[src/rtl/clt_pkg.sv]
// Shared types, character codes and a helper function of the command line tokenizer.
package clt_pkg;

  localparam int unsigned PARAM_LEN_W = 6;
  localparam int unsigned CMD_LEN_W   = 3;
  localparam int unsigned CMD_MAX     = 4;

  localparam logic [7:0] CHAR_CR     = 8'h0D;
  localparam logic [7:0] CHAR_LF     = 8'h0A;
  localparam logic [7:0] CHAR_SLASH  = 8'h2F;
  localparam logic [7:0] CHAR_BSLASH = 8'h5C;
  localparam logic [7:0] CHAR_SPACE  = 8'h20;
  localparam logic [7:0] CHAR_LOW_A  = 8'h61;
  localparam logic [7:0] CHAR_LOW_Z  = 8'h7A;
  localparam logic [7:0] CASE_OFFSET = 8'h20;

  typedef enum logic [2:0] {
    KIND_EMPTY    = 3'd0,
    KIND_HEADER   = 3'd1,
    KIND_PARAM    = 3'd2,
    KIND_LONG_LINE = 3'd3,
    KIND_LONG_CMD = 3'd4
  } kind_e;

  // Commands from the controller to the datapath.
  typedef struct packed {
    logic  store;
    logic  clear;
    logic  emit;
    kind_e kind;
    logic  rd_start;
    logic  rd_next;
  } ctrl_cmd_t;

  // Status from the datapath to the controller.
  typedef struct packed {
    logic out_free;
    logic is_cr;
    logic is_lf;
    logic full;
    logic empty;
    logic cmd_long;
    logic plen_zero;
    logic rd_last;
  } dp_status_t;

  function automatic logic [7:0] to_upper(input logic [7:0] c);
    logic [7:0] r;
    r = c;
    if (c >= CHAR_LOW_A && c <= CHAR_LOW_Z) begin
      r = c - CASE_OFFSET;
    end
    return r;
  endfunction

endpackage

[src/rtl/clt_ifs.sv]
// Valid/ready channel interfaces for received bytes and for tokenizer results.
interface clt_in_if;
  logic       valid;
  logic       ready;
  logic [7:0] rx_byte;

  modport source (output valid, output rx_byte, input ready);
  modport sink (input valid, input rx_byte, output ready);
endinterface

interface clt_out_if;
  logic                                valid;
  logic                                ready;
  logic [2:0]                          kind;
  logic [31:0]                         cmd_word;
  logic [clt_pkg::CMD_LEN_W-1:0]       cmd_len;
  logic [clt_pkg::PARAM_LEN_W-1:0]     param_len;
  logic [7:0]                          param_byte;
  logic                                last;

  modport source (output valid, output kind, output cmd_word, output cmd_len,
                  output param_len, output param_byte, output last, input ready);
  modport sink (input valid, input kind, input cmd_word, input cmd_len,
                input param_len, input param_byte, input last, output ready);
endinterface

[src/rtl/clt_datapath.sv]
// Datapath: line store memory, line bookkeeping, command capture and the output register.
module clt_datapath #(
  parameter int unsigned LINE_CAP = 48
) (
  input  logic                            clk_i,
  input  logic                            rst_ni,
  input  logic [7:0]                      rx_byte_i,
  input  logic                            out_ready_i,
  input  clt_pkg::ctrl_cmd_t              cmd_i,
  output clt_pkg::dp_status_t             status_o,
  output logic                            out_valid_o,
  output logic [2:0]                      kind_o,
  output logic [31:0]                     cmd_word_o,
  output logic [clt_pkg::CMD_LEN_W-1:0]   cmd_len_o,
  output logic [clt_pkg::PARAM_LEN_W-1:0] param_len_o,
  output logic [7:0]                      param_byte_o,
  output logic                            last_o
);

  localparam int unsigned CntW = $clog2(LINE_CAP + 1);
  localparam int unsigned IdxW = $clog2(LINE_CAP);

  logic [7:0]      mem [LINE_CAP];
  logic [7:0]      rdata_q;
  logic [7:0]      cmd_b_q [clt_pkg::CMD_MAX];
  logic [CntW-1:0] fill_q, space_pos_q, start_q, rd_ptr_q;
  logic            space_seen_q, found_q;

  logic [7:0]      c;
  logic [CntW-1:0] clen, plen;
  logic [31:0]     word;
  logic            out_valid_q;

  always_comb begin
    c = (rx_byte_i == clt_pkg::CHAR_BSLASH) ? clt_pkg::CHAR_SLASH : rx_byte_i;
    clen = space_seen_q ? space_pos_q : fill_q;
    plen = found_q ? (fill_q - start_q) : '0;
    word = '0;
    for (int i = 0; i < clt_pkg::CMD_MAX; i++) begin
      if (CntW'(i) < clen) begin
        word[31-8*i -: 8] = clt_pkg::to_upper(cmd_b_q[i]);
      end
    end
  end

  always_comb begin
    status_o.out_free  = !out_valid_q || out_ready_i;
    status_o.is_cr     = (c == clt_pkg::CHAR_CR);
    status_o.is_lf     = (c == clt_pkg::CHAR_LF);
    status_o.full      = (fill_q == CntW'(LINE_CAP));
    status_o.empty     = (fill_q == '0);
    status_o.cmd_long  = (clen > CntW'(clt_pkg::CMD_MAX));
    status_o.plen_zero = !found_q;
    status_o.rd_last   = ((rd_ptr_q + CntW'(1)) == fill_q);
  end

  // Line store: written at the fill pointer, read at the readout pointer.
  always_ff @(posedge clk_i) begin
    if (cmd_i.store) begin
      mem[fill_q[IdxW-1:0]] <= c;
    end
    rdata_q <= mem[rd_ptr_q[IdxW-1:0]];
  end

  // The first command bytes are kept in flops so the header is formed at once.
  always_ff @(posedge clk_i) begin
    if (cmd_i.store && fill_q < CntW'(clt_pkg::CMD_MAX)) begin
      cmd_b_q[fill_q[1:0]] <= c;
    end
  end

  always_ff @(posedge clk_i or negedge rst_ni) begin
    if (!rst_ni) begin
      fill_q       <= '0;
      space_pos_q  <= '0;
      space_seen_q <= 1'b0;
      found_q      <= 1'b0;
      start_q      <= '0;
      rd_ptr_q     <= '0;
    end else begin
      if (cmd_i.clear) begin
        fill_q       <= '0;
        space_pos_q  <= '0;
        space_seen_q <= 1'b0;
        found_q      <= 1'b0;
        start_q      <= '0;
      end else if (cmd_i.store) begin
        fill_q <= fill_q + CntW'(1);
        if (c == clt_pkg::CHAR_SPACE && !space_seen_q) begin
          space_seen_q <= 1'b1;
          space_pos_q  <= fill_q;
        end else if (space_seen_q && !found_q && c != clt_pkg::CHAR_SPACE) begin
          // First non-space after the command separator opens the parameter.
          found_q <= 1'b1;
          start_q <= fill_q;
        end
      end
      if (cmd_i.rd_start) begin
        rd_ptr_q <= start_q;
      end else if (cmd_i.rd_next) begin
        rd_ptr_q <= rd_ptr_q + CntW'(1);
      end
    end
  end

  always_ff @(posedge clk_i or negedge rst_ni) begin
    if (!rst_ni) begin
      out_valid_q <= 1'b0;
    end else if (cmd_i.emit) begin
      out_valid_q <= 1'b1;
    end else if (out_ready_i) begin
      out_valid_q <= 1'b0;
    end
  end

  always_ff @(posedge clk_i) begin
    if (cmd_i.emit) begin
      kind_o       <= cmd_i.kind;
      cmd_word_o   <= '0;
      cmd_len_o    <= '0;
      param_len_o  <= '0;
      param_byte_o <= '0;
      last_o       <= 1'b1;
      case (cmd_i.kind)
        clt_pkg::KIND_HEADER: begin
          cmd_word_o  <= word;
          cmd_len_o   <= clt_pkg::CMD_LEN_W'(clen);
          param_len_o <= clt_pkg::PARAM_LEN_W'(plen);
          last_o      <= !found_q;
        end
        clt_pkg::KIND_PARAM: begin
          param_byte_o <= rdata_q;
          last_o       <= status_o.rd_last;
        end
        default: begin
        end
      endcase
    end
  end

  assign out_valid_o = out_valid_q;

  a_emit_has_room: assert property (@(posedge clk_i) disable iff (!rst_ni)
    cmd_i.emit |-> (!out_valid_q || out_ready_i))
    else $error("result loaded over an untaken result");

  a_fill_bound: assert property (@(posedge clk_i) disable iff (!rst_ni)
    fill_q <= CntW'(LINE_CAP))
    else $error("fill count beyond line capacity");

  a_read_in_line: assert property (@(posedge clk_i) disable iff (!rst_ni)
    cmd_i.rd_next |-> (rd_ptr_q < fill_q))
    else $error("readout beyond stored bytes");

  a_no_store_when_full: assert property (@(posedge clk_i) disable iff (!rst_ni)
    cmd_i.store |-> (fill_q < CntW'(LINE_CAP)))
    else $error("store into a full line");

endmodule

[src/rtl/clt_ctrl.sv]
// Controller: classifies each accepted byte and sequences the parameter readout.
module clt_ctrl (
  input  logic                 clk_i,
  input  logic                 rst_ni,
  input  logic                 in_valid_i,
  output logic                 in_ready_o,
  input  clt_pkg::dp_status_t  status_i,
  output clt_pkg::ctrl_cmd_t   cmd_o
);

  localparam logic [1:0] ST_IDLE  = 2'd0;
  localparam logic [1:0] ST_FETCH = 2'd1;
  localparam logic [1:0] ST_EMIT  = 2'd2;

  logic [1:0] state_q, state_d;
  logic       accept;

  assign in_ready_o = (state_q == ST_IDLE) && status_i.out_free;
  assign accept     = in_valid_i && in_ready_o;

  always_comb begin
    state_d = state_q;
    cmd_o   = '0;
    cmd_o.kind = clt_pkg::KIND_EMPTY;
    case (state_q)
      ST_IDLE: begin
        if (accept && !status_i.is_cr) begin
          if (!status_i.is_lf) begin
            if (!status_i.full) begin
              cmd_o.store = 1'b1;
            end else begin
              cmd_o.clear = 1'b1;
              cmd_o.emit  = 1'b1;
              cmd_o.kind  = clt_pkg::KIND_LONG_LINE;
            end
          end else if (status_i.empty) begin
            cmd_o.emit = 1'b1;
            cmd_o.kind = clt_pkg::KIND_EMPTY;
          end else if (status_i.cmd_long) begin
            cmd_o.clear = 1'b1;
            cmd_o.emit  = 1'b1;
            cmd_o.kind  = clt_pkg::KIND_LONG_CMD;
          end else begin
            cmd_o.emit = 1'b1;
            cmd_o.kind = clt_pkg::KIND_HEADER;
            if (status_i.plen_zero) begin
              cmd_o.clear = 1'b1;
            end else begin
              cmd_o.rd_start = 1'b1;
              state_d        = ST_FETCH;
            end
          end
        end
      end
      ST_FETCH: begin
        state_d = ST_EMIT;
      end
      ST_EMIT: begin
        if (status_i.out_free) begin
          cmd_o.emit    = 1'b1;
          cmd_o.kind    = clt_pkg::KIND_PARAM;
          cmd_o.rd_next = 1'b1;
          if (status_i.rd_last) begin
            cmd_o.clear = 1'b1;
            state_d     = ST_IDLE;
          end else begin
            state_d = ST_FETCH;
          end
        end
      end
      default: begin
        state_d = ST_IDLE;
      end
    endcase
  end

  always_ff @(posedge clk_i or negedge rst_ni) begin
    if (!rst_ni) begin
      state_q <= ST_IDLE;
    end else begin
      state_q <= state_d;
    end
  end

  a_fetch_then_emit: assert property (@(posedge clk_i) disable iff (!rst_ni)
    (state_q == ST_FETCH) |=> (state_q == ST_EMIT))
    else $error("fetch not followed by emit");

  a_busy_no_accept: assert property (@(posedge clk_i) disable iff (!rst_ni)
    (state_q != ST_IDLE) |-> !in_ready_o)
    else $error("byte accepted during readout");

  a_store_or_emit: assert property (@(posedge clk_i) disable iff (!rst_ni)
    !(cmd_o.store && cmd_o.emit))
    else $error("store and emit in the same cycle");

endmodule

[src/rtl/command_line_tokenizer.sv]
// Top level of the command line tokenizer: controller plus datapath on two channels.
//
// The tokenizer takes received control-channel characters, one per input
// transaction, and collects them into a line store of LINE_CAP bytes. A
// backslash is stored as a forward slash and a carriage return is dropped.
// A line feed ends the line: the line is split at its first space, the
// command (at most four characters) is uppercased and packed into cmd_word
// with its first character in the top byte, and spaces after it are
// skipped. The block then delivers a header transaction followed by one
// transaction per parameter byte, the final one flagged by last. An empty
// line, an overlong line (a byte arriving with the store full) and an
// overlong command each give a single transaction of their own kind. An
// ordinary byte or a carriage return is taken and gives no result. The
// first result of a line feed is ready the next cycle; while parameter
// bytes are read out no input transaction is accepted, and each parameter
// byte is first read from the line store's single registered read port and
// then loaded into the output register. A line with parameter bytes
// therefore holds the input off until its last parameter byte is taken.
// No byte is accepted while a result waits in the output register; a new
// byte can be accepted in the same cycle in which the previous result is
// taken. The line store has no reset; only bytes written in the current
// line are ever read back.
module command_line_tokenizer #(
  parameter int unsigned LINE_CAP = 48
) (
  input  logic         clk_i,
  input  logic         rst_ni,
  clt_in_if.sink       in_if,
  clt_out_if.source    out_if
);

  clt_pkg::ctrl_cmd_t  cmd;
  clt_pkg::dp_status_t status;
  logic                in_ready;

  // The controller decides what each accepted byte does.
  clt_ctrl u_ctrl (
    .clk_i      (clk_i),
    .rst_ni     (rst_ni),
    .in_valid_i (in_if.valid),
    .in_ready_o (in_ready),
    .status_i   (status),
    .cmd_o      (cmd)
  );

  // The datapath holds the line and drives the result channel.
  clt_datapath #(
    .LINE_CAP (LINE_CAP)
  ) u_datapath (
    .clk_i        (clk_i),
    .rst_ni       (rst_ni),
    .rx_byte_i    (in_if.rx_byte),
    .out_ready_i  (out_if.ready),
    .cmd_i        (cmd),
    .status_o     (status),
    .out_valid_o  (out_if.valid),
    .kind_o       (out_if.kind),
    .cmd_word_o   (out_if.cmd_word),
    .cmd_len_o    (out_if.cmd_len),
    .param_len_o  (out_if.param_len),
    .param_byte_o (out_if.param_byte),
    .last_o       (out_if.last)
  );

  assign in_if.ready = in_ready;

  // A result is only ever loaded when the output register is free.
  a_no_overwrite: assert property (@(posedge clk_i) disable iff (!rst_ni)
    (out_if.valid && !out_if.ready) |=> $stable(out_if.cmd_word))
    else $error("pending result changed while stalled");

  // A line feed that produces a header makes the header visible next cycle.
  a_result_follows_emit: assert property (@(posedge clk_i) disable iff (!rst_ni)
    cmd.emit |=> out_if.valid)
    else $error("emitted result not presented");

  // Readout holds the input side off.
  a_readout_blocks_input: assert property (@(posedge clk_i) disable iff (!rst_ni)
    cmd.rd_start |=> !in_if.ready)
    else $error("input accepted at start of readout");

endmodule

[src/flat_wrapper.sv]
// flat-port wrapper written by rule: the top's interface ports become plain ports
module command_line_tokenizer_flat 
#(
  parameter int unsigned LINE_CAP = 48
)
  (clk_i, rst_ni, in_if_valid, in_if_rx_byte, in_if_ready, out_if_valid, out_if_kind, out_if_cmd_word, out_if_cmd_len, out_if_param_len, out_if_param_byte, out_if_last, out_if_ready);
  clt_in_if in_if_i ();
  clt_out_if out_if_i ();
  input  logic clk_i;
  input  logic rst_ni;
  input wire logic [$bits(in_if_i.valid)-1:0] in_if_valid;
  input wire logic [$bits(in_if_i.rx_byte)-1:0] in_if_rx_byte;
  output wire logic [$bits(in_if_i.ready)-1:0] in_if_ready;
  output wire logic [$bits(out_if_i.valid)-1:0] out_if_valid;
  output wire logic [$bits(out_if_i.kind)-1:0] out_if_kind;
  output wire logic [$bits(out_if_i.cmd_word)-1:0] out_if_cmd_word;
  output wire logic [$bits(out_if_i.cmd_len)-1:0] out_if_cmd_len;
  output wire logic [$bits(out_if_i.param_len)-1:0] out_if_param_len;
  output wire logic [$bits(out_if_i.param_byte)-1:0] out_if_param_byte;
  output wire logic [$bits(out_if_i.last)-1:0] out_if_last;
  input wire logic [$bits(out_if_i.ready)-1:0] out_if_ready;
  assign in_if_i.valid = in_if_valid;
  assign in_if_i.rx_byte = in_if_rx_byte;
  assign in_if_ready = in_if_i.ready;
  assign out_if_valid = out_if_i.valid;
  assign out_if_kind = out_if_i.kind;
  assign out_if_cmd_word = out_if_i.cmd_word;
  assign out_if_cmd_len = out_if_i.cmd_len;
  assign out_if_param_len = out_if_i.param_len;
  assign out_if_param_byte = out_if_i.param_byte;
  assign out_if_last = out_if_i.last;
  assign out_if_i.ready = out_if_ready;
  command_line_tokenizer #(.LINE_CAP(LINE_CAP)) u_core (.clk_i(clk_i), .rst_ni(rst_ni), .in_if(in_if_i), .out_if(out_if_i));
endmodule
[config.mk]
export PLATFORM = sky130hd
export DESIGN_NAME = command_line_tokenizer_flat
export DESIGN_NICKNAME = d
export VERILOG_FILES = /design/src/rtl/clt_pkg.sv /design/src/rtl/clt_ifs.sv /design/src/rtl/clt_datapath.sv /design/src/rtl/clt_ctrl.sv /design/src/rtl/command_line_tokenizer.sv /design/src/flat_wrapper.sv
export SDC_FILE = /design/constraint.sdc
export NUM_CORES = 1
export LEC_CHECK = 0
export BUFFER_PORTS_ARGS = -buffer_cell sky130_fd_sc_hd__buf_2
export CAP_MARGIN = 20
export CORE_ASPECT_RATIO = 1.2
export CORE_UTILIZATION = 55
export CTS_CLUSTER_SIZE = 12
export DETAILED_ROUTE_END_ITERATION = 8
export PLACE_DENSITY = 0.72
export SLEW_MARGIN = 25
export SYNTH_ARGS = -nofsm -noshare
export SYNTH_HDL_FRONTEND = slang
export SYNTH_SLANG_ARGS = --single-unit
[constraint.sdc]
create_clock -name clk_i -period 17.48 [get_ports clk_i]
set_input_delay 2.622 -clock clk_i [delete_from_list [all_inputs] [get_ports clk_i]]
set_output_delay 2.622 -clock clk_i [all_outputs]
set_load 0.01 [all_outputs]
==> impl_metrics.tcl <==
set metrics [dict create \
    synth_cell_types 73 \
    yosysSeqAreaShare_pct 73.0 \
    gr-total-overflow 0 \
    finalCritPeriodShare_pct 32.5 \
    yosysWarnings 0 \
    numClockSinks 506 \
    arrival_ps 3060 \
    synth_seq_cells 506 \
    tns_ps 0 \
    outcome "finished, final reports clean" \
    vdd_drop_max_mv 0.0806 \
    ioPinCount 67 \
    rows 77 \
    synth_edf_count 469 \
    tritoncts "done" \
    die_area_mm2 0.0381 \
    cts_max_path_buffers 3 \
    clk_pin_slew_ps 60 \
    numPortBuffers 66 \
    drv_cap 0 \
    htreeDepth 2 \
    ant_nets 0 \
    hold_ws_ps 528 \
    detail_route.vias_per_cell 6.36 \
    ctsResizeCount 0 \
    die_h_um 214 \
    power_density_mw_per_mm2 150 \
    skew_ps 16.8 \
    yosys.cell_count.top_type "edfxtp_1" \
    finalSetupViolations 0 \
    drcViolationCount 0 \
    cp-start-kind "input port" \
    worstSkewPairLatency_ps 580 \
    cts_hold_buf 0 \
    wl_per_cell_um 27.5 \
    min_path_cells 1 \
    drt_pass1_iterations 5 \
    met1Wirelength_mm 18.0 \
    highest_layer "met4" \
    synth_area_leader_cell "edfxtp_1" \
    stdcell_area_mm2 0.0227 \
    grt.total_usage_pct 25.5 \
    fill_cells 2591 \
    ys.flop_type "edfxtp_1" \
    syn-cell-area_mm2 0.0205 \
    place_area_mm2 0.0213 \
    grt_pass1_wl_mm 69.4 \
    min_period_ps 5680 \
    slew_viol_final 0 \
    grt_max_degree 58 \
    async_flop_share_pct 5.73 \
    slew_headroom_pct 32.5 \
    dr_wl_met3_mm 3.25 \
    synth_area_leaders "edfxtp_1 69%, mux4_2 11%, dfrtp_1 3.5%, nor2_1 1.2%, mux2i_1 1.0%" \
    leakagePower_uw 0.00759 \
    drive_above_1_share_pct 23.0 \
    syn_to_final_growth_pct 10.7 \
    path_max_fanout 2 \
    synthCells 1119 \
    cp-end-kind "primary output" \
    core_mm2 0.0368 \
    globalplace.congestion 0.895 \
    post_cts_buffers 0 \
    drt_first_iter_violations 1036 \
    grt_pass1_vias 10700 \
    cts_made_buffers 49 \
    yosysTopAreaCellShare_pct 68.6 \
    r2r_cells 8 \
    cp.required_ps 14860 \
    crit_type "input port to primary output" \
    fin_nets 1222 \
    final_util_pct 61.7 \
    hpwl_mm 28.8 \
    syn_nets 1146 \
    root_buffer "clkbuf_16" \
    routed_wl_mm 46.6 \
    grt_setup_unrepaired "false" \
    fmax_ghz 0.176 \
    grt_antenna_before_repair 0 \
    hp-class "register to register" \
    synthTopCellsByCount "469 x edfxtp_1, 104 x mux4_2, 66 x nor2_1" \
    hold_viol_final 0 \
    vias 10800 \
    avgSynthCellArea_um2 18.3 \
    finalPower_uw 3410 \
    dr_wl_met2_mm 23.7 \
    start_util_pct 55.7 \
    worst_pin_slew_ps 1010 \
    die_w_um 178 \
]
[stage by stage]
stage / setup slack [ps] / instances
after floorplan: 9540 / 1119
after global placement: 11610 / 1618
after detailed placement: 11620 / 1618
after CTS: 11800 / 1695
after global routing: 11770 / 1695
final: 11800 / 1696
[layer usage]
| metal | global-route usage (%) | vias up |
|---|---|---|
| li1 | - | 4649 |
| met1 | 33.4 | 5516 |
| met2 | 42.9 | 515 |
| met3 | 4.27 | 103 |
| met4 | 9.64 | 0 |
| met5 | 0 | - |
[registers in the layout, summed over array words and instances, names as in the netlist]
signal                          count
u_core.u_datapath.param_byte_o      8
u_core.u_datapath.space_pos_q       6
u_core.u_ctrl.state_q               2
u_core.u_datapath.space_seen_q      1
u_core.u_datapath.out_valid_o       1
u_core.u_datapath.found_q           1
u_core.u_datapath.rdata_q           8
u_core.u_datapath.rd_ptr_q          6
u_core.u_datapath.start_q           6
u_core.u_datapath.cmd_len_o         3
u_core.u_datapath.mem             384
u_core.u_datapath.last_o            1
u_core.u_datapath.cmd_word_o       32
u_core.u_datapath.fill_q            6
u_core.u_datapath.cmd_b_q          32
u_core.u_datapath.kind_o            3
u_core.u_datapath.param_len_o       6
[critical path, stage by stage]
cell and delay (ps):
buf_2 100, nor2b_1 140, nor2_1 60, buf_2 130
[cells by family (layout without fill, tap and decap cells)]
| logic type | Yosys count | in the layout | share of synthesized area, % |
|---|---|---|---|
| adder cells (fa/ha/maj) | 15 | 15 | 0.951 |
| flip-flops | 506 | 506 | 73.0 |
| AND/OR/NAND/NOR | 279 | 279 | 7.63 |
| other | 0 | 1 | 0 |
| XOR/XNOR | 14 | 14 | 0.598 |
| AO/OA/AOI/OAI | 96 | 96 | 3.45 |
| buffers and inverters | 84 | 186 | 1.97 |
| multiplexers | 125 | 125 | 12.4 |
[layout make-up]
type                       instances  area, µm²  share of cell area, %
tap                              474        593                   2.61
timing repair buffer              88        495                   2.18
sequential                       506      15000                   65.9
clock buffer                      67       1290                   5.70
clock inverter                    10       93.8                  0.413
antenna                            1       2.50                 0.0110
inverter                          21       78.8                  0.347
multi-input combinational        529       5180                   22.8
[power by group]
part	leakage, µW	internal, µW	total, µW	switching (µW)
clock	0.000667	516	946	430
sequential	0.00472	1430	1540	110
combinational	0.00220	390	927	536
total	0.00759	2340	3410	1080
[placed cells by master, fill, tap and decap left out, types with 6 or more instances in the layout]
| cell | Yosys | final |
|---|---|---|
| mux4_2 | 104 | 104 |
| edfxtp_1 | 469 | 469 |
| or3_1 | 8 | 8 |
| dfrtp_1 | 29 | 26 |
| nand4_1 | 6 | 6 |
| xnor2_1 | 6 | 6 |
| a211oi_1 | 6 | 6 |
| xor2_1 | 8 | 8 |
| buf_4 | 10 | 22 |
| nand3_1 | 23 | 23 |
| or4_1 | 14 | 14 |
| nor2_1 | 66 | 66 |
| and3_1 | 13 | 13 |
| nor2b_1 | 14 | 14 |
| o21ai_0 | 15 | 14 |
| and2_1 | 27 | 26 |
| clkbuf_16 | 0 | 49 |
| buf_2 | 10 | 66 |
| ha_1 | 14 | 14 |
| clkbuf_1 | 33 | 18 |
| o22ai_1 | 24 | 24 |
| nor3_1 | 28 | 28 |
| nand2_1 | 30 | 30 |
| clkinv_1 | 0 | 6 |
| dfxtp_1 | 8 | 8 |
| nand2b_1 | 11 | 8 |
| inv_1 | 21 | 21 |
| mux2i_1 | 21 | 21 |
| a21oi_1 | 14 | 14 |
| nor4_1 | 9 | 9 |
[worst paths after layout]
kind,from,end,slack [ps]
max in group asynchronous,rst_ni,u_core.u_datapath.rd_ptr_q[0]$_DFFE_PN0P_,14840
min in group asynchronous,rst_ni,u_core.u_datapath.space_seen_q$_DFFE_PN0P_,2110
max reg2reg,u_core.u_datapath.rd_ptr_q[0]$_DFFE_PN0P_,u_core.u_datapath.rdata_q[6]$_DFF_P_,13410
max,out_if_ready,in_if_ready,11800
min,u_core.u_datapath.rdata_q[7]$_DFF_P_,u_core.u_datapath.param_byte_o[7]$_SDFFCE_PN0P_,530
min reg2reg,u_core.u_datapath.rdata_q[7]$_DFF_P_,u_core.u_datapath.param_byte_o[7]$_SDFFCE_PN0P_,530
No activity file was read; power rests on OpenSTA's default activity.
